## config.mk

```make
export PLATFORM = sky130hd
export DESIGN_NAME = spp_cfg
export DESIGN_NICKNAME = d
export VERILOG_FILES = /design/src/rtl/spp_pkg.sv /design/src/rtl/spp_cfg.sv
export SDC_FILE = /design/constraint.sdc
export NUM_CORES = 1
export LEC_CHECK = 0
export BUFFER_PORTS_ARGS = -buffer_cell sky130_fd_sc_hd__buf_2
export CAP_MARGIN = 40
export CORE_ASPECT_RATIO = 0.7
export CORE_MARGIN = 1
export CORE_UTILIZATION = 55
export DETAILED_ROUTE_END_ITERATION = 12
export PLACE_DENSITY = 0.91
export SETUP_SLACK_MARGIN = 0.5
export SYNTH_ARGS = -nofsm -noshare
export SYNTH_HDL_FRONTEND = slang
export SYNTH_SLANG_ARGS = --single-unit
```

## constraint.sdc

```tcl
create_clock -name clk_i -period 3.1 [get_ports clk_i]
set_input_delay 0.155 -clock clk_i [delete_from_list [all_inputs] [get_ports clk_i]]
set_output_delay 0.155 -clock clk_i [all_outputs]
set_load 0.01 [all_outputs]
```

## src/rtl/spp_pkg.sv

```systemverilog
// Shared constants, types and control codes of the stereo ping-pong delay.
package spp_pkg;

  localparam int unsigned SAMPLE_WIDTH = 24;
  localparam int unsigned DELAY_DEPTH  = 262144;
  localparam int unsigned ADDR_W       = $clog2(DELAY_DEPTH);
  localparam int unsigned MEM_W        = 2 * SAMPLE_WIDTH;

  localparam int unsigned DLY_W      = 18;
  localparam int unsigned FB_W       = 16;
  localparam int unsigned GAIN_W     = 17;
  localparam int unsigned TONE_W     = 16;
  localparam int unsigned CFG_IDX_W  = 3;
  localparam int unsigned CFG_DATA_W = 18;
  localparam int unsigned CMP_W      = ((ADDR_W > DLY_W) ? ADDR_W : DLY_W) + 1;

  localparam int unsigned FRAC_W   = 16;
  localparam int unsigned FB_SHIFT = 32;
  localparam int unsigned MUL_A_W  = SAMPLE_WIDTH + 3;
  localparam int unsigned MUL_B_W  = GAIN_W + 1;
  localparam int unsigned PROD_W   = MUL_A_W + MUL_B_W;
  localparam int unsigned ACC_W    = SAMPLE_WIDTH + GAIN_W + 1;
  localparam int unsigned HI_W     = ACC_W - FRAC_W;
  localparam int unsigned SUM_W    = PROD_W + FRAC_W + 1;
  localparam int unsigned SAT_W    = SAMPLE_WIDTH + 8;

  localparam logic [DLY_W-1:0]  DLY_RESET  = DLY_W'(1);
  localparam logic [TONE_W-1:0] TONE_RESET = {TONE_W{1'b1}};
  localparam logic [FB_W-1:0]   FB_MAX     = FB_W'(64225);
  localparam logic [GAIN_W-1:0] UNITY      = GAIN_W'(65536);

  localparam logic [CMP_W-1:0]  DLY_MAX    = CMP_W'(DELAY_DEPTH - 1);
  localparam logic [ADDR_W-1:0] LAST_ADDR  = ADDR_W'(DELAY_DEPTH - 1);
  localparam logic [ADDR_W:0]   DEPTH_X    = (ADDR_W + 1)'(DELAY_DEPTH);

  localparam logic signed [PROD_W-1:0] RND_HALF = PROD_W'(1) <<< (FRAC_W - 1);
  localparam logic signed [SUM_W-1:0]  FB_HALF  = SUM_W'(1) <<< (FB_SHIFT - 1);
  localparam logic signed [SAT_W-1:0]  SAT_HI   = (SAT_W'(1) <<< (SAMPLE_WIDTH - 1)) - SAT_W'(1);
  localparam logic signed [SAT_W-1:0]  SAT_LO   = ~SAT_HI;

  typedef enum logic [CFG_IDX_W-1:0] {
    REG_DELAY    = 3'd0,
    REG_FEEDBACK = 3'd1,
    REG_PINGPONG = 3'd2,
    REG_TONE     = 3'd3,
    REG_WET      = 3'd4
  } reg_idx_e;

  typedef enum logic {
    ST_IDLE,
    ST_RUN
  } state_e;

  typedef enum logic [3:0] {
    S_READ   = 4'd0,
    S_TONE_L = 4'd1,
    S_TONE_R = 4'd2,
    S_BL_L   = 4'd3,
    S_BL_R   = 4'd4,
    S_BR_R   = 4'd5,
    S_BR_L   = 4'd6,
    S_FBH_L  = 4'd7,
    S_FBL_L  = 4'd8,
    S_FBH_R  = 4'd9,
    S_FBL_R  = 4'd10,
    S_WET_L  = 4'd11,
    S_WET_R  = 4'd12,
    S_OUT_R  = 4'd13,
    S_DONE   = 4'd14
  } step_e;

  typedef struct packed {
    logic [ADDR_W-1:0] delay;
    logic [FB_W-1:0]   feedback;
    logic [GAIN_W-1:0] pingpong;
    logic [GAIN_W-1:0] keep;
    logic [TONE_W-1:0] tone;
    logic [GAIN_W-1:0] wet;
  } coef_t;

  typedef struct packed {
    logic  load;
    logic  run;
    step_e step;
    logic  rd_hit;
  } ctrl_t;

endpackage

```

## src/rtl/spp_cfg.sv

```systemverilog
// Configuration registers and clamped coefficient set.
module spp_cfg (
  input  logic                             clk_i,
  input  logic                             rst_ni,
  input  logic                             cfg_valid_i,
  output logic                             cfg_ready_o,
  input  logic [spp_pkg::CFG_IDX_W-1:0]    cfg_index_i,
  input  logic [spp_pkg::CFG_DATA_W-1:0]   cfg_data_i,
  output spp_pkg::coef_t                   coef_o
);
  import spp_pkg::*;

  logic [DLY_W-1:0]  delay_q, delay_d;
  logic [FB_W-1:0]   feedback_q, feedback_d;
  logic [GAIN_W-1:0] pingpong_q, pingpong_d;
  logic [TONE_W-1:0] tone_q, tone_d;
  logic [GAIN_W-1:0] wet_q, wet_d;
  logic [CMP_W-1:0]  delay_ext;
  logic [GAIN_W-1:0] pp_lim;

  assign cfg_ready_o = 1'b1;

  always_comb begin
    delay_d    = delay_q;
    feedback_d = feedback_q;
    pingpong_d = pingpong_q;
    tone_d     = tone_q;
    wet_d      = wet_q;
    if (cfg_valid_i) begin
      unique case (reg_idx_e'(cfg_index_i))
        REG_DELAY:    delay_d    = cfg_data_i[DLY_W-1:0];
        REG_FEEDBACK: feedback_d = cfg_data_i[FB_W-1:0];
        REG_PINGPONG: pingpong_d = cfg_data_i[GAIN_W-1:0];
        REG_TONE:     tone_d     = cfg_data_i[TONE_W-1:0];
        REG_WET:      wet_d      = cfg_data_i[GAIN_W-1:0];
        default: ;
      endcase
    end
  end

  always_ff @(posedge clk_i or negedge rst_ni) begin
    if (!rst_ni) begin
      delay_q    <= DLY_RESET;
      feedback_q <= '0;
      pingpong_q <= '0;
      tone_q     <= TONE_RESET;
      wet_q      <= '0;
    end else begin
      delay_q    <= delay_d;
      feedback_q <= feedback_d;
      pingpong_q <= pingpong_d;
      tone_q     <= tone_d;
      wet_q      <= wet_d;
    end
  end

  assign delay_ext = CMP_W'(delay_q);
  assign pp_lim    = (pingpong_q > UNITY) ? UNITY : pingpong_q;

  always_comb begin
    if (delay_ext == '0) begin
      coef_o.delay = ADDR_W'(1);
    end else if (delay_ext > DLY_MAX) begin
      coef_o.delay = LAST_ADDR;
    end else begin
      coef_o.delay = delay_ext[ADDR_W-1:0];
    end
    coef_o.feedback = (feedback_q > FB_MAX) ? FB_MAX : feedback_q;
    coef_o.pingpong = pp_lim;
    coef_o.keep     = UNITY - pp_lim;
    coef_o.tone     = tone_q;
    coef_o.wet      = (wet_q > UNITY) ? UNITY : wet_q;
  end

endmodule

```

# Yosys cells after proc, flatten, opt, wreduce, memory -nomap -nowiden
# Index checks and enable logic that the tools add are counted.
# op_classes
n_addsub	1
magnitude_cmp	4
n_eq_ne	4
mux	5
reduce_logical	7
# ops
cell	count
$mux 18	2
$gt 17x17->1 const B	2
$mux 17	2
$logic_not 19->1	1
$gt 18x18->1 const B	1
$sub 17x17->17 const A	1
$gt 16x16->1 const B	1
$mux 16	1
$reduce_and 2->1	5
$eq 3x2->1 const B	2
$eq 3x1->1 const B	1
$eq 3x3->1 const B	1
$logic_not 3->1	1
# totals
register_bits	84
output_inout_bits	102

# Logic depth before layout (Yosys ltp)
# depth
ltp_word	3
ltp_mapped	7
ltp_nobuf	6

# Worst setup path after synthesis
# Ideal clock, no wire load.
# synth_timing
kind	register to output
from	register pingpong_q[16]
to	output coef_o[47] (netlist bit)
arrival_ps	1741
slack_ps	1204
stages_incl_launch_ff	8
n_path_buf	1
path_cell_list	dfrtp_1 -> clkbuf_1 -> nand2b_1 -> ha_1 -> nor2b_1 -> nand4_1 -> nor2b_1 -> a211o_1
# synth_lines
element	line_no	text
from (decl)	spp_cfg.sv:15	logic [GAIN_W-1:0] pingpong_q, pingpong_d;
from (signal assigned)	spp_cfg.sv:51	pingpong_q <= pingpong_d;
to (decl)	spp_cfg.sv:9	output spp_pkg::coef_t coef_o

==> flow_summary_export.csv <==
group,metric,value,unit
cts,insertion_delay,0.35,ns
routing,viasPerCell,5.52,
critical_path,ff2ff_path_depth,2,
placement,gp_congestion,0.847,
critical_path,endpoint_kind,"output pin",
routing,drcViolationCount,0,
global_routing,grt_pass1_vias,2916,
yosys,yosys.cell_types.count,47,
yosys,syn_nets,372,
cts,clockBufferDepth,2,
pwr,finalPower,3.75,mW
yosys,synth_edf_count,0,
run_status,status,"finished clean",
layout,antennaDiodeCount,0,
timing,grt_setup_unrepaired,"no",
routing,num_vias,3046,
cts,htreeDepth,3,
pwr,power.density,742,nW/µm²
floorplan,ios,126,
floorplan,die_h,74.4,µm
timing,finalCritPeriodShare,78.1,%
global_routing,antenna_found_initial,0,
timing,worst_slack,0.679,ns
routing,routedWlPerCell,18.1,µm
pwr,switchingPower,1.22,mW
timing,fin_crit,2.42,ns
yosys,syn_area,4120,µm²
timing,slew_headroom,38.9,%
placement,dp_hpwl,7390,µm
floorplan,fp.dieW,105,µm
cts,root_buffer,"clkbuf_8",
placement,place.port_buffers,124,
yosys,synthArstFlopShare,100,%
floorplan,core,7010,µm²
global_routing,grt_first_pass_wirelength,15700,µm
critical_path,reg2reg_slack,2.09,ns
cts,cts_buffers,9,
yosys,yosysSeqAreaShare,51.5,%
yosys,ys_warn_count,0,
layout,multiInputGateArea,1830,µm²
cts,cts_tree,"done",
layout,regArea,2120,µm²
pwr,clkPwrFrac,25.2,%
cts,path_clk_slew,0.08,ns
timing,setup_tns,0,ns
critical_path,endpoint,"coef_o[43]",
timing,setup_viol,0,
critical_path,startpoint_type,"register",
critical_path,reg2reg_from,"pingpong_q[16]$_DFFE_PN0P_",
timing,hold_viol_final,0,
critical_path,worst_ep_required_time,2.94,ns
yosys,synthCells,347,
placement,place_ws,0.729,ns
global_routing,track_usage,27.0,%
layout,area_delta_synth_final,22.7,%
critical_path,timing.rr.end,"pingpong_q[16]$_DFFE_PN0P_",
pwr,p_int,2.53,mW
pwr,swShare,32.5,%
layout,final_net_count,478,
critical_path,path_max_fanout,9,
layout,drive_gt1_share,56.3,%
timing,drv_slew,0,
pwr,vdd_ir_drop_max,0.449,mV
floorplan,num_rows,25,
critical_path,worstPathArrival,2.27,ns
pwr,p_seq_share,42.8,%
timing,tightest_slew,0.905,ns
critical_path,worstSetupPathType,"register to output pin",
critical_path,crit_path_start,"pingpong_q[3]$_DFFE_PN0P_",
cts,cts.sinks,84,
global_routing,grt-ovfl-total,0,
routing,wirelength,10000,µm
yosys,ys_ff_latch,84,
placement,place_inst,531,
yosys,synthFlopType,"dfrtp_1",
yosys,syn_avg_cell_area,11.9,µm²
pwr,p_leak,2.34,nW
layout,fin_cells,552,
routing,first_iter_violations,153,
floorplan,dieArea,7840,µm²
global_routing,grt_start_max_net_pins,64,
routing,ant_nets,0,
job,drv_cap,0,
pwr,pwr-share-comb,32.0,%
layout,fill_cells,525,
floorplan,initial_core_util,58.8,%
routing,first_pass_iters,4,
timing,worst_clock_skew,0,ns
worst_hold_path,hp-class,"input port to register",
timing,max_freq,413,MHz
==> routing by layer <==
layer  global-route usage [%]  part of all wire (%)  vias to the layer above
li1                         -                     -                     1409
met1                     38.3                    47                     1508
met2                     42.3                    45                      123
met3                     7.19                   7.2                        6
met4                     6.26                  0.61                        0
met5                        0                     0                        -
==> cells by family after synthesis <==
logic type               after synthesis  synth area share, %
adder cells (fa/ha/maj)                1                0.304
AND/OR/NAND/NOR                      104                 15.3
flip-flops                            84                 51.5
buffers and inverters                 42                 4.34
XOR/XNOR                               7                 1.49
AO/OA/AOI/OAI                         25                 4.22
other                                  1               0.0910
multiplexers                          83                 22.7
==> worst min-delay path by stage <==
| stage | start | to | slack (ns) | cells past startpoint |
|---|---|---|---|---|
| global placement | rst_ni | delay_q[17]$_DFFE_PN0P_ | 0.38 | 1 |
| finish | cfg_data_i[17] | delay_q[17]$_DFFE_PN0P_ | 0.04 | 2 |
| detailed placement | rst_ni | delay_q[17]$_DFFE_PN0P_ | 0.07 | 1 |
| floorplan | rst_ni | delay_q[10]$_DFFE_PN0P_ | -0.14 | 0 |
| CTS | cfg_data_i[17] | delay_q[17]$_DFFE_PN0P_ | 0.02 | 2 |
| global route | cfg_data_i[17] | delay_q[17]$_DFFE_PN0P_ | 0.03 | 2 |
==> area by class of cell <==
type | count | area share (%)
inverter | 4 | 0.297
clock buffer | 10 | 2.72
timing repair buffer | 133 | 14.1
clock inverter | 6 | 2.20
multi-input combinational | 221 | 36.3
sequential | 84 | 42.0
tap | 94 | 2.33
==> synth_stat cells (5+ instances only) <==
| library cell | n | share of area (%) |
|---|---|---|
| nor4_1 | 8 | 1.2 |
| dfstp_2 | 17 | 11 |
| o21ai_0 | 5 | 0.61 |
| nor2b_1 | 38 | 5.8 |
| nor3_1 | 5 | 0.61 |
| nand2_1 | 9 | 0.82 |
| buf_2 | 5 | 0.61 |
| xnor2_1 | 6 | 1.3 |
| nor2_1 | 13 | 1.2 |
| dfrtp_1 | 67 | 41 |
| nand2b_1 | 5 | 0.76 |
| mux2_2 | 82 | 22 |
| clkbuf_1 | 27 | 2.5 |
==> stage by stage <==
stage / hold slack, ns / instance area (µm²) / util, %
global route: 0.0269 / 5050 / 72.1
CTS: 0.0229 / 5010 / 71.6
finish: 0.0383 / 5050 / 72.1
detailed placement: 0.0706 / 4750 / 67.8
global placement: 0.384 / 4720 / 67.4
floorplan: -0.141 / 4120 / -
==> registers in the layout (all words and copies together) (netlist names) <==
| name | cells |
|---|---|
| delay_q | 18 |
| pingpong_q | 17 |
| wet_q | 17 |
| feedback_q | 16 |
| tone_q | 16 |
==> critical path: stages, from the launching register on <==
cell and delay [ns]:
dfrtp_1 0.50, nor4_4 0.53, nand4_2 0.24, o21a_1 0.28, a211oi_2 0.21, buf_2 0.15
==> placed cells by master (no fill, tap or decap), types with 3 or more instances in the layout <==
cell,netlist,routed
nor4_1,8,8
dfstp_2,17,17
a31oi_1,3,3
a21oi_1,3,3
dfrtp_1,67,66
o21ai_0,5,5
nand2_1,9,9
nor2b_1,38,38
buf_4,4,8
nor2_1,13,13
xnor2_1,6,6
bufinv_16,0,3
o21a_1,4,4
nand3_1,4,4
nor3_1,5,5
and2b_1,3,3
clkbuf_8,0,10
nand2b_1,5,5
mux2_2,82,82
inv_1,4,4
buf_2,5,123
==> what timing repair did <==
item / 4_1_cts / 5_1_grt
setup buffers: 0 / 4
setup endpoints to repair: 2 / 2
hold buffers: 1 / 0
endpoints found under the hold margin: 21 / 0
pin swaps: 0 / 0
resized for setup: 2 / 1
==> power by group through the flow <==
stage	Clock, mW	Combinational [mW]	Sequential, mW
6_report	0.946	1.20	1.60
2_1_floorplan	0	0.744	1.57
3_5_place_dp	0	1.17	1.62
4_1_cts	0.961	1.18	1.60
5_1_grt	1.00	1.31	1.64
3_3_place_gp	0	1.13	1.60
Note: power is estimated with default switching activity, not from simulation.
