<file path="config.mk">
export PLATFORM = sky130hd
export DESIGN_NAME = spp_ram
export DESIGN_NICKNAME = d
export VERILOG_FILES = /design/src/rtl/spp_ram.sv
export SDC_FILE = /design/constraint.sdc
export NUM_CORES = 1
export LEC_CHECK = 0
export BUFFER_PORTS_ARGS = -buffer_cell sky130_fd_sc_hd__buf_2
export CAP_MARGIN = 25
export CORE_MARGIN = 3
export CORE_UTILIZATION = 60
export CTS_CLUSTER_SIZE = 14
export DETAILED_ROUTE_END_ITERATION = 7
export GPL_ROUTABILITY_DRIVEN = 0
export GPL_TIMING_DRIVEN = 0
export PLACE_DENSITY = 0.78
export RECOVER_POWER = 25
export SYNTH_ARGS = -nofsm -noshare
export SYNTH_HDL_FRONTEND = slang
export SYNTH_SLANG_ARGS = --single-unit
</file>
<file path="constraint.sdc">
create_clock -name clk_i -period 2.1 [get_ports clk_i]
set_input_delay 0.21 -clock clk_i [delete_from_list [all_inputs] [get_ports clk_i]]
set_output_delay 0.21 -clock clk_i [all_outputs]
set_load 0.05 [all_outputs]
</file>
<file path="src/rtl/spp_ram.sv">
// Generic single-port-write, single-port-read RAM with registered read data.
module spp_ram #(
  parameter int unsigned WIDTH = 8,
  parameter int unsigned DEPTH = 16
) (
  input  logic                                       clk_i,
  input  logic                                       we_i,
  input  logic [((DEPTH > 1) ? $clog2(DEPTH) : 1)-1:0] waddr_i,
  input  logic [WIDTH-1:0]                           wdata_i,
  input  logic                                       re_i,
  input  logic [((DEPTH > 1) ? $clog2(DEPTH) : 1)-1:0] raddr_i,
  output logic [WIDTH-1:0]                           rdata_o
);

  logic [WIDTH-1:0] mem_q [DEPTH];
  logic [WIDTH-1:0] rdata_q;

  always_ff @(posedge clk_i) begin
    if (we_i) begin
      mem_q[waddr_i] <= wdata_i;
    end
    if (re_i) begin
      rdata_q <= mem_q[raddr_i];
    end
  end

  assign rdata_o = rdata_q;

endmodule

</file>
Yosys cells after proc, flatten, opt, wreduce, memory -nomap -nowiden
Memory sizes are Yosys's and may differ from the RTL's. A register that Yosys moved wholly into a read port is not among the register bits.
Cells that the tools add are included.
Storage, ports and cells
  register bits: 0
  memory bits (read-only): 0
  memories kept: 1
  RAM bits: 128
  output and inout port bits: 8
  input port bits: 19
  bits in latches: 0
Memory list
  mem_q: depth 16, width 8, rd ports 1, clocked after memory_dff 1, write ports 1, line 15  | logic [WIDTH-1:0] mem_q [DEPTH];
Cells by class
  shift-type cells: 0
  $mul: 0
  reductions and logical operators: 0
  bitwise operators: 0
  order comparisons: 0
  equality and inequality tests: 0
  div/mod/pow operators: 0
  add/subtract/negate cells: 0
  mux-type cells: 2
Operator list (number)
  2-to-1 mux 1 bit: 2

Logic depth before layout (Yosys ltp)
Gate-level depths: netlist of run 1.
  depth in word-level cells: 2
  depth in mapped cells: 5
  gate-level depth less buffers: 3

Worst setup path before layout of run 1
Ideal clock, no wire load.
  path kind: input to register
  start point: input waddr_i[2] (netlist name)
  end point: memory mem_q[0][0] (enable)
  setup slack: 0.397 ns
  arrival time: 1.320 ns
  path buffers: 0
  stages on the path: 2
  path through: or3b_2 > nor3_1
RTL lines
  start, declared: line 8  | input logic [((DEPTH > 1) ? $clog2(DEPTH) : 1)-1:0] waddr_i,
  end, declared: line 15
No word-level cell before the write port.

==> impl_metrics.env, run 1 <==
export IMPL_status="finished, final reports clean"
export IMPL_pwr_share_clk=0.475
export IMPL_grt_pass1_vias=2638
export IMPL_grt_use_total=0.231
export IMPL_pin_count=27
export IMPL_post_dp_hpwl_microns=6200
export IMPL_die_area_sq_mm=0.00987
export IMPL_finClkSkew_ps=5.94
export IMPL_synth_flop_cell="edfxtp_1"
export IMPL_routedWlPerCell_microns=26.4
export IMPL_finalCriticalPeriod_ps=1640
export IMPL_setup_viol=0
export IMPL_synth_avg_cell_area_sq_um=22.8
export IMPL_drt_iter0_markers=227
export IMPL_initial_core_util=0.627
export IMPL_ys_warnings_count=0
export IMPL_grt_pass1_wl_microns=16000
export IMPL_cts_resized=0
export IMPL_via_per_inst=6.47
export IMPL_cts_hold_buf=0
export IMPL_crit_path_end_kind="register"
export IMPL_drive_gt1_frac=0.284
export IMPL_swShare=0.198
export IMPL_fin_util=0.734
export IMPL_drc_errors=0
export IMPL_fin_crit_sh=0.780
export IMPL_relSlewSlack=0.439
export IMPL_synth_nets=248
export IMPL_postSynthCellCount=229
export IMPL_synth_most_common_cell="edfxtp_1"
export IMPL_synth_cell_type_count=18
export IMPL_tightest_slew_ps=839
export IMPL_pwr_share_seq=0.474
export IMPL_syn_area_sq_mm=0.00523
export IMPL_ys_seq_area_frac=0.781
export IMPL_startpoint_type="register"
export IMPL_nets=296
export IMPL_setup_ws_ps=462
export IMPL_syn_to_final_growth_pct=17.1
export IMPL_ir_drop_mv=0.803
export IMPL_num_antenna_cells=0
export IMPL_post_place_ws_ps=200
export IMPL_fp_dieW_microns=99.3
export IMPL_grt_overflow=0
export IMPL_p_sw_mw=1.29
export IMPL_worstPathRequired_ps=2350
export IMPL_max_freq_mhz=611
export IMPL_antenna_found_initial=0
export IMPL_synth_top_area_share=0.781
export IMPL_portBuffers=25
export IMPL_leakage_nw=2.06
export IMPL_netlist_top_cells_count="edfxtp_1, mux4_2, a22oi_1"
export IMPL_synth_top_area_cell="edfxtp_1"
export IMPL_arrival_ps=1890
export IMPL_root_buffer="clkbuf_8"
export IMPL_grt_max_degree=17
export IMPL_placed_area_sq_mm=0.00551
export IMPL_die_h_microns=99.3
export IMPL_path_class="reg2reg"
export IMPL_fin_tns_setup_ps=0
export IMPL_core_sq_mm=0.00834
export IMPL_dr_pass1_iters=5
export IMPL_synth_edf_count=136
export IMPL_power_density_mw_per_mm2=1060
export IMPL_cts_setup_buffers=0
export IMPL_cts_max_path_buffers=2
export IMPL_ys_ff_latch=136
export IMPL_routed_wl_microns=10400
export IMPL_clock_sinks=136
export IMPL_stdcell_area_sq_mm=0.00612
export IMPL_hold_viol=0
export IMPL_insertion_delay_ps=510
export IMPL_ant_nets=0
export IMPL_p_total_mw=6.49
export IMPL_numCtsBuffers=17
export IMPL_clk_pin_slew_ps=60
export IMPL_cp_max_fo=1
export IMPL_cts_tree="done"
export IMPL_htree_levels=4
export IMPL_synth_area_top_cells="edfxtp_1, mux4_2, mux4_1"
export IMPL_maxCapViolCount=0
export IMPL_rows=33
export IMPL_rsz0062_at_grt="false"
export IMPL_comb_power_share=0.051
export IMPL_power_internal_mw=5.21
export IMPL_hold_class="in2reg"
export IMPL_via_count=2548
export IMPL_synthArstFlopShare=0
export IMPL_drv_slew=0
per-layer routing:
layer	vias up	share of wire	wire (microns)	GRT usage
li1	1080	-	-	-
met3	16	0.081	843	0.0603
met5	-	0	0	0
met1	1309	0.41	4300	0.342
met2	143	0.49	5110	0.344
met4	0	0.014	148	0.0798
worst max-delay path, stage by stage, from the launching register on:
cell      delay, ps
edfxtp_1        380
mux4_1          580
a22oi_1         290
nand2_1         120
power by group through the flow:
stage	clock (mW)	combinational [mW]	sequential (mW)
floorplan	0	0.154	3.17
finish	3.08	0.333	3.08
global placement	0	0.318	3.12
global route	3.24	0.354	3.08
detailed placement	0	0.330	3.13
CTS	3.09	0.337	3.08
worst paths after layout:
check,startpoint,end,slack (ps),depth (start not counted)
min reg2reg,mem_q[8][3],rdata_o[3],760,3
min,wdata_i[3],mem_q[0][3],110,1
max,mem_q[5][0],rdata_o[0],460,3
max reg2reg,mem_q[5][0],rdata_o[0],460,3
metrics by stage:
stage	std cells	hold WS (ps)
after global placement	359	546
after detailed placement	363	561
final	394	111
after floorplan	229	309
after global routing	394	102
after CTS	394	26.2
cell usage in the layout, fill, tap and decap left out, types with 2 or more instances in the layout:
| master | netlist | layout |
|---|---|---|
| a22oi_1 | 16 | 16 |
| buf_2 | 3 | 25 |
| buf_4 | 1 | 2 |
| buf_6 | 3 | 3 |
| bufinv_16 | 0 | 5 |
| clkbuf_1 | 0 | 6 |
| clkbuf_16 | 0 | 16 |
| clkdlybuf4s25_2 | 3 | 3 |
| clkinv_2 | 0 | 4 |
| clkinv_4 | 0 | 2 |
| clkinvlp_4 | 0 | 2 |
| edfxtp_1 | 136 | 136 |
| mux4_1 | 14 | 14 |
| mux4_2 | 18 | 18 |
| nand2_1 | 9 | 9 |
| nand2b_1 | 2 | 2 |
| nand3b_1 | 2 | 2 |
| nor2_1 | 13 | 13 |
| nor3_1 | 4 | 4 |
state kept, by name, summed over array words and instances (netlist names):
name / count
mem_q: 128
rdata_o: 8
kinds of logic (layout without fill, tap and decap cells):
kind of cell / after synthesis / count (layout) / share of synthesized area
AO/OA/AOI/OAI: 16 / 16 / 0.0230
buffers and inverters: 10 / 70 / 0.0165
flip-flops: 136 / 136 / 0.781
multiplexers: 32 / 32 / 0.148
AND/OR/NAND/NOR: 35 / 35 / 0.0314
area by class of cell:
| cell class | instances | area [sq um] |
|---|---|---|
| Sequential cell | 136 | 4080 |
| Buffer | 10 | 86.3 |
| Fill cell | 476 | 2220 |
| Timing Repair Buffer | 29 | 140 |
| Clock buffer | 17 | 414 |
| Clock inverter | 14 | 206 |
| Multi-Input combinational cell | 83 | 1060 |
| Tap cell | 105 | 131 |
No activity file was read; power rests on OpenSTA's default activity.
==> run 2: changes to the inputs <==
--- a/config.mk
+++ b/config.mk
@@ -8,12 +8,12 @@
 export BUFFER_PORTS_ARGS = -buffer_cell sky130_fd_sc_hd__buf_2
 export CAP_MARGIN = 25
 export CORE_MARGIN = 3
-export CORE_UTILIZATION = 60
+export CORE_UTILIZATION = 54
 export CTS_CLUSTER_SIZE = 14
 export DETAILED_ROUTE_END_ITERATION = 7
 export GPL_ROUTABILITY_DRIVEN = 0
 export GPL_TIMING_DRIVEN = 0
-export PLACE_DENSITY = 0.78
+export PLACE_DENSITY = 0.74
 export RECOVER_POWER = 25
 export SYNTH_ARGS = -nofsm -noshare
 export SYNTH_HDL_FRONTEND = slang
==> constraint.sdc (replaced) <==
create_clock -name clk_i -period 1.4 [get_ports clk_i]
set_input_delay 0.14 -clock clk_i [delete_from_list [all_inputs] [get_ports clk_i]]
set_output_delay 0.14 -clock clk_i [all_outputs]
set_load 0.05 [all_outputs]
==> impl_metrics.env, run 2 (synthesis gave the netlist of run 1 again) <==
export IMPL_fin_util=0.653
export IMPL_drive_gt1_frac=0.324
export IMPL_power_density_mw_per_mm2=1510
export IMPL_num_antenna_cells=0
export IMPL_fp_dieW_microns=104
export IMPL_crit_path_cell_trace="mux4_2 -> a22oi_2 -> nand2_1"
export IMPL_antenna_found_initial=0
export IMPL_violations="setup timing"
export IMPL_rr_worst_depth=3
export IMPL_reg2reg_to="rdata_o[0]"
export IMPL_core_sq_mm=0.00933
export IMPL_regToRegStartpoint="mem_q[0][0]"
export IMPL_leakage_nw=1.99
export IMPL_grt_pass1_vias=2435
export IMPL_whs_ps=37.9
export IMPL_nets=296
export IMPL_ant_nets=0
export IMPL_cp_max_fo=1
export IMPL_clock_sinks=136
export IMPL_status="complete, but fails checks"
export IMPL_insertion_delay_ps=510
export IMPL_die_h_microns=104
export IMPL_via_count=2489
export IMPL_setup_ws_ps=-40.8
export IMPL_relSlewSlack=0.451
export IMPL_hold_class="in2reg"
export IMPL_startpoint_type="register"
export IMPL_maxCapViolCount=0
export IMPL_path_class="reg2reg"
export IMPL_grt_pass1_wl_microns=15100
export IMPL_initial_core_util=0.560
export IMPL_htree_levels=4
export IMPL_cts_setup_buffers=0
export IMPL_rows=35
export IMPL_cts_max_path_buffers=2
export IMPL_regMostFlops="mem_q"
export IMPL_fin_crit_sh=1.03
export IMPL_pin_count=27
export IMPL_finClkSkew_ps=6.92
export IMPL_final_common_cell="edfxtp_1"
export IMPL_arrival_ps=1690
export IMPL_ir_drop_mv=1.04
export IMPL_routedWlPerCell_microns=23.6
export IMPL_tightest_slew_ps=821
export IMPL_routed_wl_microns=9910
export IMPL_dr_pass1_iters=6
export IMPL_via_per_inst=5.94
export IMPL_drv_slew=0
export IMPL_grt_use_total=0.196
export IMPL_hold_viol=0
export IMPL_drt_iter0_markers=318
export IMPL_finalCriticalPeriod_ps=1440
export IMPL_worstPathRequired_ps=1650
export IMPL_max_freq_mhz=694
export IMPL_drc_errors=0
export IMPL_die_area_sq_mm=0.0109
export IMPL_rsz0062_at_grt="true"
export IMPL_clk_pin_slew_ps=60
export IMPL_numCtsBuffers=17
export IMPL_largest_reg_flops=128
export IMPL_multi_input_area_sq_mm=0.00107
export IMPL_regToRegSetupSlack_ps=-40
export IMPL_slowest_delay_ps=480
export IMPL_hp_start="wdata_i[7]"
export IMPL_syn_to_final_growth_pct=16.4
export IMPL_seq_area_sq_mm=0.00408
export IMPL_crit_path_end_kind="register"
export IMPL_p_total_mw=9.17
export IMPL_setup_viol=6
export IMPL_grt_overflow=0
export IMPL_portBuffers=25
export IMPL_fillers=600
export IMPL_cpMaxStageDelayCell="mux4_2"
export IMPL_cts_tree="done"
export IMPL_post_dp_hpwl_microns=6150
export IMPL_root_buffer="clkbuf_8"
export IMPL_min_to="mem_q[1][7]"
export IMPL_min_path_cells=1
export IMPL_grt_max_degree=17
export IMPL_mostFrequentLayoutCells="edfxtp_1, buf_2, mux4_2"
==> run 2: cell types whose count changed in the layout (fill, tap and decap cells not counted), sizes merged <==
| cell | delta |
|---|---|
| bufinv | -3 |
| clkbuf | +4 |
| clkinv | -1 |
| dlygate4sd3 | +1 |
==> run 2: per-stage QoR <==
stage               cells  setup TNS [ps]  setup slack [ps]  cell area, sq um
floorplan             229            -236             -16.0              5240
global placement      383          -32100              -533              5530
detailed placement    386          -25000              -479              5540
CTS                   419            -174             -57.0              6090
global route          419            -516             -90.7              6090
finish                419            -112             -40.8              6090
==> run 2: layout make-up <==
type | count | area share
tap | 129 | 0.0265
clock inverter | 10 | 0.0171
buffer | 10 | 0.0154
timing repair buffer | 29 | 0.0236
clock buffer | 22 | 0.0711
sequential | 136 | 0.671
multi-input combinational | 83 | 0.175
==> run 2: where the power goes <==
part           internal (mW)  switching, mW
Clock                   2.51           1.53
Sequential              4.59         0.0214
Combinational          0.189          0.331
Total                   7.29           1.88
==> run 2: routing by layer <==
metal / routed length, microns / global-route usage / vias to the layer above
li1: - / - / 1072
met1: 4350 / 0.297 / 1273
met2: 4640 / 0.278 / 129
met3: 745 / 0.0540 / 15
met4: 176 / 0.0665 / 0
met5: 0 / 0 / -
==> run 2: worst max-delay path: cells and delay by family, from the launching register on <==
| kind | cells | cell delay, ps |
|---|---|---|
| compound gates | 1 | 220 |
| flops | 1 | 390 |
| mux | 1 | 480 |
| simple gates | 1 | 100 |
==> run 2: how the worst max path moves through the flow <==
| stage | startpoint | end | slack, ps | cells after the start |
|---|---|---|---|---|
| after detailed placement | waddr_i[2] | mem_q[2][0] | -480 | 3 |
| after global routing | mem_q[0][0] | rdata_o[0] | -90 | 3 |
| after global placement | waddr_i[2] | mem_q[8][1] | -530 | 3 |
| after floorplan | raddr_i[0] | rdata_o[1] | -20 | 5 |
| final | mem_q[0][0] | rdata_o[0] | -40 | 3 |
| after CTS | mem_q[0][0] | rdata_o[0] | -60 | 3 |
==> run 2: repair_timing <==
action,4_1_cts,5_1_grt
pin swaps,7,0
hold buffers,1,0
endpoints found under the hold margin,8,0
endpoints found under the setup margin,8,8
resized for setup,14,1
