## config.mk

```make
export PLATFORM = sky130hd
export DESIGN_NAME = spp_dsp
export DESIGN_NICKNAME = d
export VERILOG_FILES = /design/src/rtl/spp_pkg.sv /design/src/rtl/spp_dsp.sv
export SDC_FILE = /design/constraint.sdc
export NUM_CORES = 2
export LEC_CHECK = 0
export ABC_AREA = 1
export BUFFER_PORTS_ARGS = -buffer_cell sky130_fd_sc_hd__buf_2
export CORE_UTILIZATION = 30
export DETAILED_ROUTE_END_ITERATION = 16
export PLACE_DENSITY_LB_ADDON = 0.1
export SYNTH_ARGS = -nofsm -noshare
export SYNTH_HDL_FRONTEND = slang
export SYNTH_SLANG_ARGS = --single-unit
```

## constraint.sdc

```tcl
create_clock -name clk_i -period 10.25 [get_ports clk_i]
set_input_delay 0 -clock clk_i [delete_from_list [all_inputs] [get_ports clk_i]]
set_output_delay 0 -clock clk_i [all_outputs]
set_load 0.02 [all_outputs]
```

## src/rtl/spp_pkg.sv

```systemverilog
// Shared constants, types and control codes of the stereo ping-pong delay.
package spp_pkg;

  localparam int unsigned SAMPLE_WIDTH = 24;
  localparam int unsigned DELAY_DEPTH  = 262144;
  localparam int unsigned ADDR_W       = $clog2(DELAY_DEPTH);
  localparam int unsigned MEM_W        = 2 * SAMPLE_WIDTH;

  localparam int unsigned DLY_W      = 18;
  localparam int unsigned FB_W       = 16;
  localparam int unsigned GAIN_W     = 17;
  localparam int unsigned TONE_W     = 16;
  localparam int unsigned CFG_IDX_W  = 3;
  localparam int unsigned CFG_DATA_W = 18;
  localparam int unsigned CMP_W      = ((ADDR_W > DLY_W) ? ADDR_W : DLY_W) + 1;

  localparam int unsigned FRAC_W   = 16;
  localparam int unsigned FB_SHIFT = 32;
  localparam int unsigned MUL_A_W  = SAMPLE_WIDTH + 3;
  localparam int unsigned MUL_B_W  = GAIN_W + 1;
  localparam int unsigned PROD_W   = MUL_A_W + MUL_B_W;
  localparam int unsigned ACC_W    = SAMPLE_WIDTH + GAIN_W + 1;
  localparam int unsigned HI_W     = ACC_W - FRAC_W;
  localparam int unsigned SUM_W    = PROD_W + FRAC_W + 1;
  localparam int unsigned SAT_W    = SAMPLE_WIDTH + 8;

  localparam logic [DLY_W-1:0]  DLY_RESET  = DLY_W'(1);
  localparam logic [TONE_W-1:0] TONE_RESET = {TONE_W{1'b1}};
  localparam logic [FB_W-1:0]   FB_MAX     = FB_W'(64225);
  localparam logic [GAIN_W-1:0] UNITY      = GAIN_W'(65536);

  localparam logic [CMP_W-1:0]  DLY_MAX    = CMP_W'(DELAY_DEPTH - 1);
  localparam logic [ADDR_W-1:0] LAST_ADDR  = ADDR_W'(DELAY_DEPTH - 1);
  localparam logic [ADDR_W:0]   DEPTH_X    = (ADDR_W + 1)'(DELAY_DEPTH);

  localparam logic signed [PROD_W-1:0] RND_HALF = PROD_W'(1) <<< (FRAC_W - 1);
  localparam logic signed [SUM_W-1:0]  FB_HALF  = SUM_W'(1) <<< (FB_SHIFT - 1);
  localparam logic signed [SAT_W-1:0]  SAT_HI   = (SAT_W'(1) <<< (SAMPLE_WIDTH - 1)) - SAT_W'(1);
  localparam logic signed [SAT_W-1:0]  SAT_LO   = ~SAT_HI;

  typedef enum logic [CFG_IDX_W-1:0] {
    REG_DELAY    = 3'd0,
    REG_FEEDBACK = 3'd1,
    REG_PINGPONG = 3'd2,
    REG_TONE     = 3'd3,
    REG_WET      = 3'd4
  } reg_idx_e;

  typedef enum logic {
    ST_IDLE,
    ST_RUN
  } state_e;

  typedef enum logic [3:0] {
    S_READ   = 4'd0,
    S_TONE_L = 4'd1,
    S_TONE_R = 4'd2,
    S_BL_L   = 4'd3,
    S_BL_R   = 4'd4,
    S_BR_R   = 4'd5,
    S_BR_L   = 4'd6,
    S_FBH_L  = 4'd7,
    S_FBL_L  = 4'd8,
    S_FBH_R  = 4'd9,
    S_FBL_R  = 4'd10,
    S_WET_L  = 4'd11,
    S_WET_R  = 4'd12,
    S_OUT_R  = 4'd13,
    S_DONE   = 4'd14
  } step_e;

  typedef struct packed {
    logic [ADDR_W-1:0] delay;
    logic [FB_W-1:0]   feedback;
    logic [GAIN_W-1:0] pingpong;
    logic [GAIN_W-1:0] keep;
    logic [TONE_W-1:0] tone;
    logic [GAIN_W-1:0] wet;
  } coef_t;

  typedef struct packed {
    logic  load;
    logic  run;
    step_e step;
    logic  rd_hit;
  } ctrl_t;

endpackage

```

## src/rtl/spp_dsp.sv

```systemverilog
// Shared-multiplier datapath: damping filters, ping-pong feedback and wet mix.
module spp_dsp (
  input  logic                                   clk_i,
  input  logic                                   rst_ni,
  input  spp_pkg::ctrl_t                         ctrl_i,
  input  spp_pkg::coef_t                         coef_i,
  input  logic signed [spp_pkg::SAMPLE_WIDTH-1:0] left_in_i,
  input  logic signed [spp_pkg::SAMPLE_WIDTH-1:0] right_in_i,
  input  logic [spp_pkg::MEM_W-1:0]              rd_data_i,
  output logic [spp_pkg::MEM_W-1:0]              push_o,
  output logic signed [spp_pkg::SAMPLE_WIDTH-1:0] left_out_o,
  output logic signed [spp_pkg::SAMPLE_WIDTH-1:0] right_out_o
);
  import spp_pkg::*;

  function automatic logic signed [SAMPLE_WIDTH-1:0] saturate(
    input logic signed [SAT_W-1:0] v
  );
    logic signed [SAT_W-1:0] r;
    if (v > SAT_HI) begin
      r = SAT_HI;
    end else if (v < SAT_LO) begin
      r = SAT_LO;
    end else begin
      r = v;
    end
    return r[SAMPLE_WIDTH-1:0];
  endfunction

  logic signed [SAMPLE_WIDTH-1:0] in_l_q, in_r_q;
  logic signed [SAMPLE_WIDTH-1:0] lp_l_q, lp_r_q;
  logic signed [SAMPLE_WIDTH-1:0] tap_l, tap_r;
  logic signed [SAMPLE_WIDTH:0]   diff_l, diff_r;
  logic signed [MUL_A_W-1:0]      mul_a;
  logic signed [MUL_B_W-1:0]      mul_b;
  logic signed [PROD_W-1:0]       prod_q;
  logic signed [PROD_W-1:0]       prod_rnd;
  logic signed [PROD_W-1:0]       prod_shr;
  logic signed [SAMPLE_WIDTH-1:0] lp_step;
  logic signed [ACC_W-1:0]        acc_l_q, acc_r_q;
  logic signed [HI_W-1:0]         acc_l_hi, acc_r_hi;
  logic [FRAC_W-1:0]              acc_l_lo, acc_r_lo;
  logic signed [PROD_W-1:0]       hi_q;
  logic signed [SUM_W-1:0]        fb_sum, fb_shr;
  logic signed [SAMPLE_WIDTH-1:0] fb_in, wet_in;
  logic signed [SAT_W-1:0]        push_val, out_val;
  logic signed [SAMPLE_WIDTH-1:0] push_l_q, push_r_q;
  logic signed [SAMPLE_WIDTH-1:0] out_l_q, out_r_q;

  assign tap_l = ctrl_i.rd_hit ? rd_data_i[MEM_W-1:SAMPLE_WIDTH] : '0;
  assign tap_r = ctrl_i.rd_hit ? rd_data_i[SAMPLE_WIDTH-1:0] : '0;
  assign diff_l = {tap_l[SAMPLE_WIDTH-1], tap_l} - {lp_l_q[SAMPLE_WIDTH-1], lp_l_q};
  assign diff_r = {tap_r[SAMPLE_WIDTH-1], tap_r} - {lp_r_q[SAMPLE_WIDTH-1], lp_r_q};

  assign acc_l_hi = acc_l_q[ACC_W-1:FRAC_W];
  assign acc_r_hi = acc_r_q[ACC_W-1:FRAC_W];
  assign acc_l_lo = acc_l_q[FRAC_W-1:0];
  assign acc_r_lo = acc_r_q[FRAC_W-1:0];

  always_comb begin
    mul_a = '0;
    mul_b = '0;
    unique case (ctrl_i.step)
      S_TONE_L: begin
        mul_a = MUL_A_W'(diff_l);
        mul_b = MUL_B_W'(coef_i.tone);
      end
      S_TONE_R: begin
        mul_a = MUL_A_W'(diff_r);
        mul_b = MUL_B_W'(coef_i.tone);
      end
      S_BL_L: begin
        mul_a = MUL_A_W'(lp_l_q);
        mul_b = MUL_B_W'(coef_i.keep);
      end
      S_BL_R: begin
        mul_a = MUL_A_W'(lp_r_q);
        mul_b = MUL_B_W'(coef_i.pingpong);
      end
      S_BR_R: begin
        mul_a = MUL_A_W'(lp_r_q);
        mul_b = MUL_B_W'(coef_i.keep);
      end
      S_BR_L: begin
        mul_a = MUL_A_W'(lp_l_q);
        mul_b = MUL_B_W'(coef_i.pingpong);
      end
      S_FBH_L: begin
        mul_a = MUL_A_W'(acc_l_hi);
        mul_b = MUL_B_W'(coef_i.feedback);
      end
      S_FBL_L: begin
        mul_a = MUL_A_W'(acc_l_lo);
        mul_b = MUL_B_W'(coef_i.feedback);
      end
      S_FBH_R: begin
        mul_a = MUL_A_W'(acc_r_hi);
        mul_b = MUL_B_W'(coef_i.feedback);
      end
      S_FBL_R: begin
        mul_a = MUL_A_W'(acc_r_lo);
        mul_b = MUL_B_W'(coef_i.feedback);
      end
      S_WET_L: begin
        mul_a = MUL_A_W'(lp_l_q);
        mul_b = MUL_B_W'(coef_i.wet);
      end
      S_WET_R: begin
        mul_a = MUL_A_W'(lp_r_q);
        mul_b = MUL_B_W'(coef_i.wet);
      end
      default: ;
    endcase
  end

  assign prod_rnd = prod_q + RND_HALF;
  assign prod_shr = prod_rnd >>> FRAC_W;
  assign lp_step  = prod_shr[SAMPLE_WIDTH-1:0];

  assign fb_sum   = (SUM_W'(hi_q) <<< FRAC_W) + SUM_W'(prod_q) + FB_HALF;
  assign fb_shr   = fb_sum >>> FB_SHIFT;
  assign fb_in    = (ctrl_i.step == S_WET_L) ? in_r_q : in_l_q;
  assign push_val = SAT_W'(fb_in) + fb_shr[SAT_W-1:0];

  assign wet_in  = (ctrl_i.step == S_OUT_R) ? in_r_q : in_l_q;
  assign out_val = SAT_W'(wet_in) + prod_shr[SAT_W-1:0];

  always_ff @(posedge clk_i or negedge rst_ni) begin
    if (!rst_ni) begin
      lp_l_q <= '0;
      lp_r_q <= '0;
    end else if (ctrl_i.run) begin
      if (ctrl_i.step == S_TONE_R) begin
        lp_l_q <= lp_l_q + lp_step;
      end
      if (ctrl_i.step == S_BL_L) begin
        lp_r_q <= lp_r_q + lp_step;
      end
    end
  end

  always_ff @(posedge clk_i) begin
    if (ctrl_i.load) begin
      in_l_q <= left_in_i;
      in_r_q <= right_in_i;
    end
    if (ctrl_i.run) begin
      prod_q <= mul_a * mul_b;
      unique case (ctrl_i.step)
        S_BL_R:  acc_l_q  <= ACC_W'(prod_q);
        S_BR_R:  acc_l_q  <= acc_l_q + ACC_W'(prod_q);
        S_BR_L:  acc_r_q  <= ACC_W'(prod_q);
        S_FBH_L: acc_r_q  <= acc_r_q + ACC_W'(prod_q);
        S_FBL_L: hi_q     <= prod_q;
        S_FBH_R: push_l_q <= saturate(push_val);
        S_FBL_R: hi_q     <= prod_q;
        S_WET_L: push_r_q <= saturate(push_val);
        S_WET_R: out_l_q  <= saturate(out_val);
        S_OUT_R: out_r_q  <= saturate(out_val);
        default: ;
      endcase
    end
  end

  assign push_o      = {push_l_q, push_r_q};
  assign left_out_o  = out_l_q;
  assign right_out_o = out_r_q;

endmodule

```

# Word-level counts from Yosys, hierarchy flattened
# Index checks and enable logic that the tools add are counted.
# totals
output_inout_bits	96
wordCells	72
ff_bits	366
# classes
eq_ne	13
multipliers	1
reduce_logical	19
add_sub_neg	11
mux	12
order_cmp	4
# ops
op	count
case mux 27 bit (8 select lines)	1
two-way mux 24 bit	8
case mux 42 bit (2 select lines)	2
case mux 17 bit (5 select lines)	1
adder 42 bit	2
adder 61 x 45 -> 62 bit	1
adder 62 x 33 -> 62 bit, second input constant	1
subtractor 24 x 24 -> 25 bit	2
adder 24 bit	2
adder 45 x 17 -> 45 bit, second input constant	1
multiplier 27 x 18 -> 45 bit	1
adder 24 x 30 -> 31 bit	1
greater-than comparator 31 x 24 -> 1 bit, second input constant	1
< comparator 31 x 24 -> 1 bit, second input constant	1
adder 24 x 29 -> 30 bit	1
greater-than comparator 30 x 24 -> 1 bit, second input constant	1
< comparator 30 x 24 -> 1 bit, second input constant	1
equality test 4 bit, second input constant	6
AND reduction 2 bit	9
equality test 4 x 3 -> 1 bit, second input constant	4
OR reduction 2 bit	5
equality test 4 x 2 -> 1 bit, second input constant	2
OR reduction 3 bit	2
equality test 4 x 1 -> 1 bit, second input constant	1
2 further kinds	3

# Depth between registers and ports, before layout
# depth
ltp_word	6
mapped_depth	42

# Worst setup path before layout
# OpenSTA, ideal clock, no wires.
# synth_timing
kind	input to register
startpoint	input ctrl_i[0] (netlist bit)
endpoint	register prod_q[43] (data pin)
setup_time_ns	0.258
setup_slack_ns	2.351
required_time_ns	9.992
stages	34
arrival_ns	7.641
path_cell_list	clkbuf_1 clkbuf_1 nand2_1 ha_1 fa_1 nand3b_1 nand2_1 a21oi_2 o21ai_2 nand3_1 nand4_1 nand3_1 nand3_2 buf_2 nand2_1 fa_1 fa_1 inv_1 fa_1 inv_1 fa_1 inv_1 fa_1 inv_1 fa_1 inv_1 ha_1 inv_1 nor3_1 inv_1 nor3_1 or3b_2 nand3_1 xor2_1
# synth_between
elab_chain_len	4
elab_cells_between_ends	6
# synth_rtl
item	line	text
from (decl)	spp_dsp.sv:5	input spp_pkg::ctrl_t ctrl_i,
two-way mux 24 bit (on tied branches)	spp_dsp.sv:51, spp_dsp.sv:50	
subtractor 24 x 24 -> 25 bit (on tied branches)	spp_dsp.sv:53, spp_dsp.sv:52	
case mux 27 bit (8 select lines) (*)	spp_dsp.sv:63	unique case (ctrl_i.step)
multiplier 27 x 18 -> 45 bit (*)	spp_dsp.sv:148	prod_q <= mul_a * mul_b;
to (signal assigned)	spp_dsp.sv:148	
to (decl)	spp_dsp.sv:36	logic signed [PROD_W-1:0] prod_q;
# Every way passes the cells marked *; elsewhere a longest branch is shown, timed or not.
# A chain may end at the register's enable or synchronous reset.

# Worst setup path in the final report
# layout_timing
startpoint	register lp_l_q[0]
endpoint	register prod_q[43] (data pin)
# layout_between
elab_chain_len	3
# layout_rtl
item	line	text
from (decl)	spp_dsp.sv:31	logic signed [SAMPLE_WIDTH-1:0] lp_l_q, lp_r_q;
from (signal assigned)	spp_dsp.sv:134	lp_l_q <= lp_l_q + lp_step;
subtractor 24 x 24 -> 25 bit	spp_dsp.sv:52	assign diff_l = {tap_l[SAMPLE_WIDTH-1], tap_l} - {lp_l_q[SAMPLE_WIDTH-1], lp_l_q};
case mux 27 bit (8 select lines) (*)	spp_dsp.sv:63	
multiplier 27 x 18 -> 45 bit (*)	spp_dsp.sv:148	
# Marked as above.

==> results_dict.tcl <==
set metrics [dict create \
    outcome "finished clean" \
    setup_tns_ns 0 \
    syn_to_final_growth_pct 12.1 \
    critical_path_required_ns 10.65 \
    setup_violations 0 \
    synth-async-reset-ratio_pct 13.1 \
    clock.fmax_ghz 0.111 \
    hold_viol 0 \
    synth_edf_count 318 \
    die-area_um2 173000 \
    cts_root_buf "clkbuf_16" \
    arrival_ns 9.39 \
    clk_latency_ns 0.66 \
    fin_area_um2 57500 \
    h-tree-depth 2 \
    rr_worst_depth 31 \
    fp.dieH_um 415 \
    viasPerCell 4.88 \
    netlist_instances 7035 \
    worst_setup_path_end_kind "flip-flop" \
    relSlewSlack_pct 23.1 \
    grt_setup_unrepaired "no" \
    gp_congestion 0.958 \
    dr.pass1.iters 6 \
    synth_cell_types 67 \
    yosysWarnings 0 \
    regToRegEndpoint "prod_q[43]" \
    coreArea_um2 169000 \
    antenna_found_initial 5 \
    rows 151 \
    min_path_type "in2async" \
    yosysTopAreaCellShare_pct 18.6 \
    crit_type "reg2reg" \
    critPathLaunchType "flip-flop" \
    netlist_area_um2 51300 \
    first_global_vias 47000 \
    grt-ovfl-total 0 \
    crit-reg2reg-launch "lp_l_q[0]" \
    final_nets 8442 \
    vias 46900 \
    die_w_um 415 \
    skew_ns 0.0345 \
    ys_seq_area_share_pct 21.0 \
    clock-sinks 366 \
    drt_iter0_drc 3286 \
    fin_crit_sh_pct 87.7 \
    drc 0 \
    post_cts_buffers 0 \
    cap_violations 0 \
    layout-drive-gt1-share_pct 8.01 \
    ios 302 \
    slowest_stage "fa_1" \
    crit_family "adder cells" \
    avgSynthCellArea_um2 7.29 \
    critPathBufInv 7 \
    numPortBuffers 283 \
    report.final.slew_viol_count 0 \
    worst-path-max-fanout 17 \
    grt_usage_pct 23.6 \
    synth_nets 8118 \
    cts_tree "built" \
    start_util_pct 30.3 \
    yosysTopAreaCell "edfxtp_1" \
    drtAntennaViolNets 0 \
    worstMarginPinSlew_ns 1.15 \
    wl_mm 207 \
    placed_cell_area_um2 55400 \
    fin_crit_ns 8.99 \
    drt-wirelength-per-cell_um 21.5 \
    grt_max_degree 50 \
    critical_path.max_stage_delay_ns 0.66 \
    hpwlAfterDp_mm 174 \
    grt_pass1_wl_mm 305 \
    synth.area.top_cells "edfxtp_1, fa_1, nand2_1" \
    ys_ff_latch 366 \
    clk_pin_slew_ns 0.06 \
    cts_made_buffers 45 \
    synth-main-ff-cell "edfxtp_1" \
    rrSetupSlack_ns 1.26 \
    clk_path_buf_depth 3 \
]
[tightest hold or removal path, cell delays in order]
cell and delay, ns:
dlygate4sd3_1 0.52, buf_2 0.09, buf_4 0.52
[placed cells by master, fill, tap and decap left out, types with 12 or more instances in the layout]
master / synthesis / final
edfxtp_1: 318 / 318
nand3_1: 311 / 311
clkbuf_16: 0 / 45
nor4_1: 16 / 16
nand3b_1: 19 / 19
inv_1: 1435 / 1435
a22oi_1: 12 / 12
a31oi_1: 53 / 53
o21bai_1: 48 / 48
dlygate4sd3_1: 0 / 50
o21ai_0: 389 / 389
nand4_1: 62 / 62
or2_2: 36 / 36
inv_2: 26 / 26
buf_2: 59 / 283
nand3_2: 15 / 15
nor2_1: 499 / 494
xor2_1: 123 / 123
a21o_1: 31 / 31
a21oi_1: 371 / 370
dfrtp_1: 48 / 48
ha_1: 434 / 434
o21a_1: 19 / 19
nand2_1: 1884 / 1884
a21boi_0: 16 / 16
xnor2_1: 73 / 73
fa_1: 443 / 443
a221oi_1: 13 / 13
buf_4: 23 / 77
nor3_1: 72 / 70
[repair_timing]
item                                    4_1_cts  5_1_grt
resized for setup                             0        0
hold buffers                                 50        0
endpoints found under the setup margin        0        0
endpoints found under the hold margin       104        0
[cell usage after synthesis, drive strengths merged (74+ instances only)]
library cell / instances
a21oi: 372
buf: 90
edfxtp: 318
fa: 443
ha: 434
inv: 1462
nand2: 1892
nand3: 326
nor2: 509
nor3: 74
o21ai: 404
xor2: 123
[state kept, by name, summed over array words and instances, names as in the netlist, 42 cells and up]
register and count:
hi_q 45, prod_q 45, acc_l_q 42, acc_r_q 42
[per-stage QoR]
stage                     cells  utilization [%]  hold slack [ns]  worst slack (ns)
after floorplan            7035                -           -0.296              2.35
after global placement     9480             32.7            0.178              1.17
after detailed placement   9480             32.7            0.178              1.11
after CTS                  9613             33.9          0.00187              1.12
after global routing       9614             33.9           0.0694             0.702
final                      9622             33.9          0.00228              1.26
[layer usage]
| layer | vias up | share of wire, % | global-route usage, % |
|---|---|---|---|
| met1 | 22600 | 45 | 31.5 |
| met3 | 235 | 3.7 | 1.58 |
| met5 | - | 0 | 0 |
| met4 | 0 | 3.2 | 7.54 |
| met2 | 1114 | 48 | 40.4 |
| li1 | 23000 | - | - |
[kinds of logic (layout without fill, tap and decap cells)]
group	count (synthesis)	count (layout)	synth area share [%]
buffers and inverters	1596	1956	12.1
XOR/XNOR	196	196	3.35
adder cells (fa/ha/maj)	877	877	27.9
flip-flops	366	366	21.0
AND/OR/NAND/NOR	2967	2967	24.0
AO/OA/AOI/OAI	1033	1033	11.7
other	0	9	0
[how the worst max path moves through the flow]
| stage | startpoint | end | slack [ns] | cells past startpoint |
|---|---|---|---|---|
| 6_report | lp_l_q[0] | prod_q[43] | 1.26 | 31 |
| 3_3_place_gp | lp_l_q[0] | prod_q[43] | 1.17 | 31 |
| 3_5_place_dp | lp_l_q[0] | prod_q[43] | 1.11 | 31 |
| 2_1_floorplan | ctrl_i[0] | prod_q[43] | 2.35 | 34 |
| 4_1_cts | lp_l_q[0] | prod_q[43] | 1.12 | 31 |
| 5_1_grt | lp_l_q[0] | prod_q[43] | 0.70 | 31 |
[cell type report]
class	count	area, µm²
clock buffers	49	1140
clock inverters	34	444
repair buffers	410	2490
well taps	2218	2780
diodes	9	22.5
multi-input cells	5073	34400
inverters	1463	5490
flip-flops and latches	366	10800
fillers	18400	112000
Power is left out: the tool's default activity adds up to more than one toggle a clock period on the data nets, which glitch-free logic cannot reach.
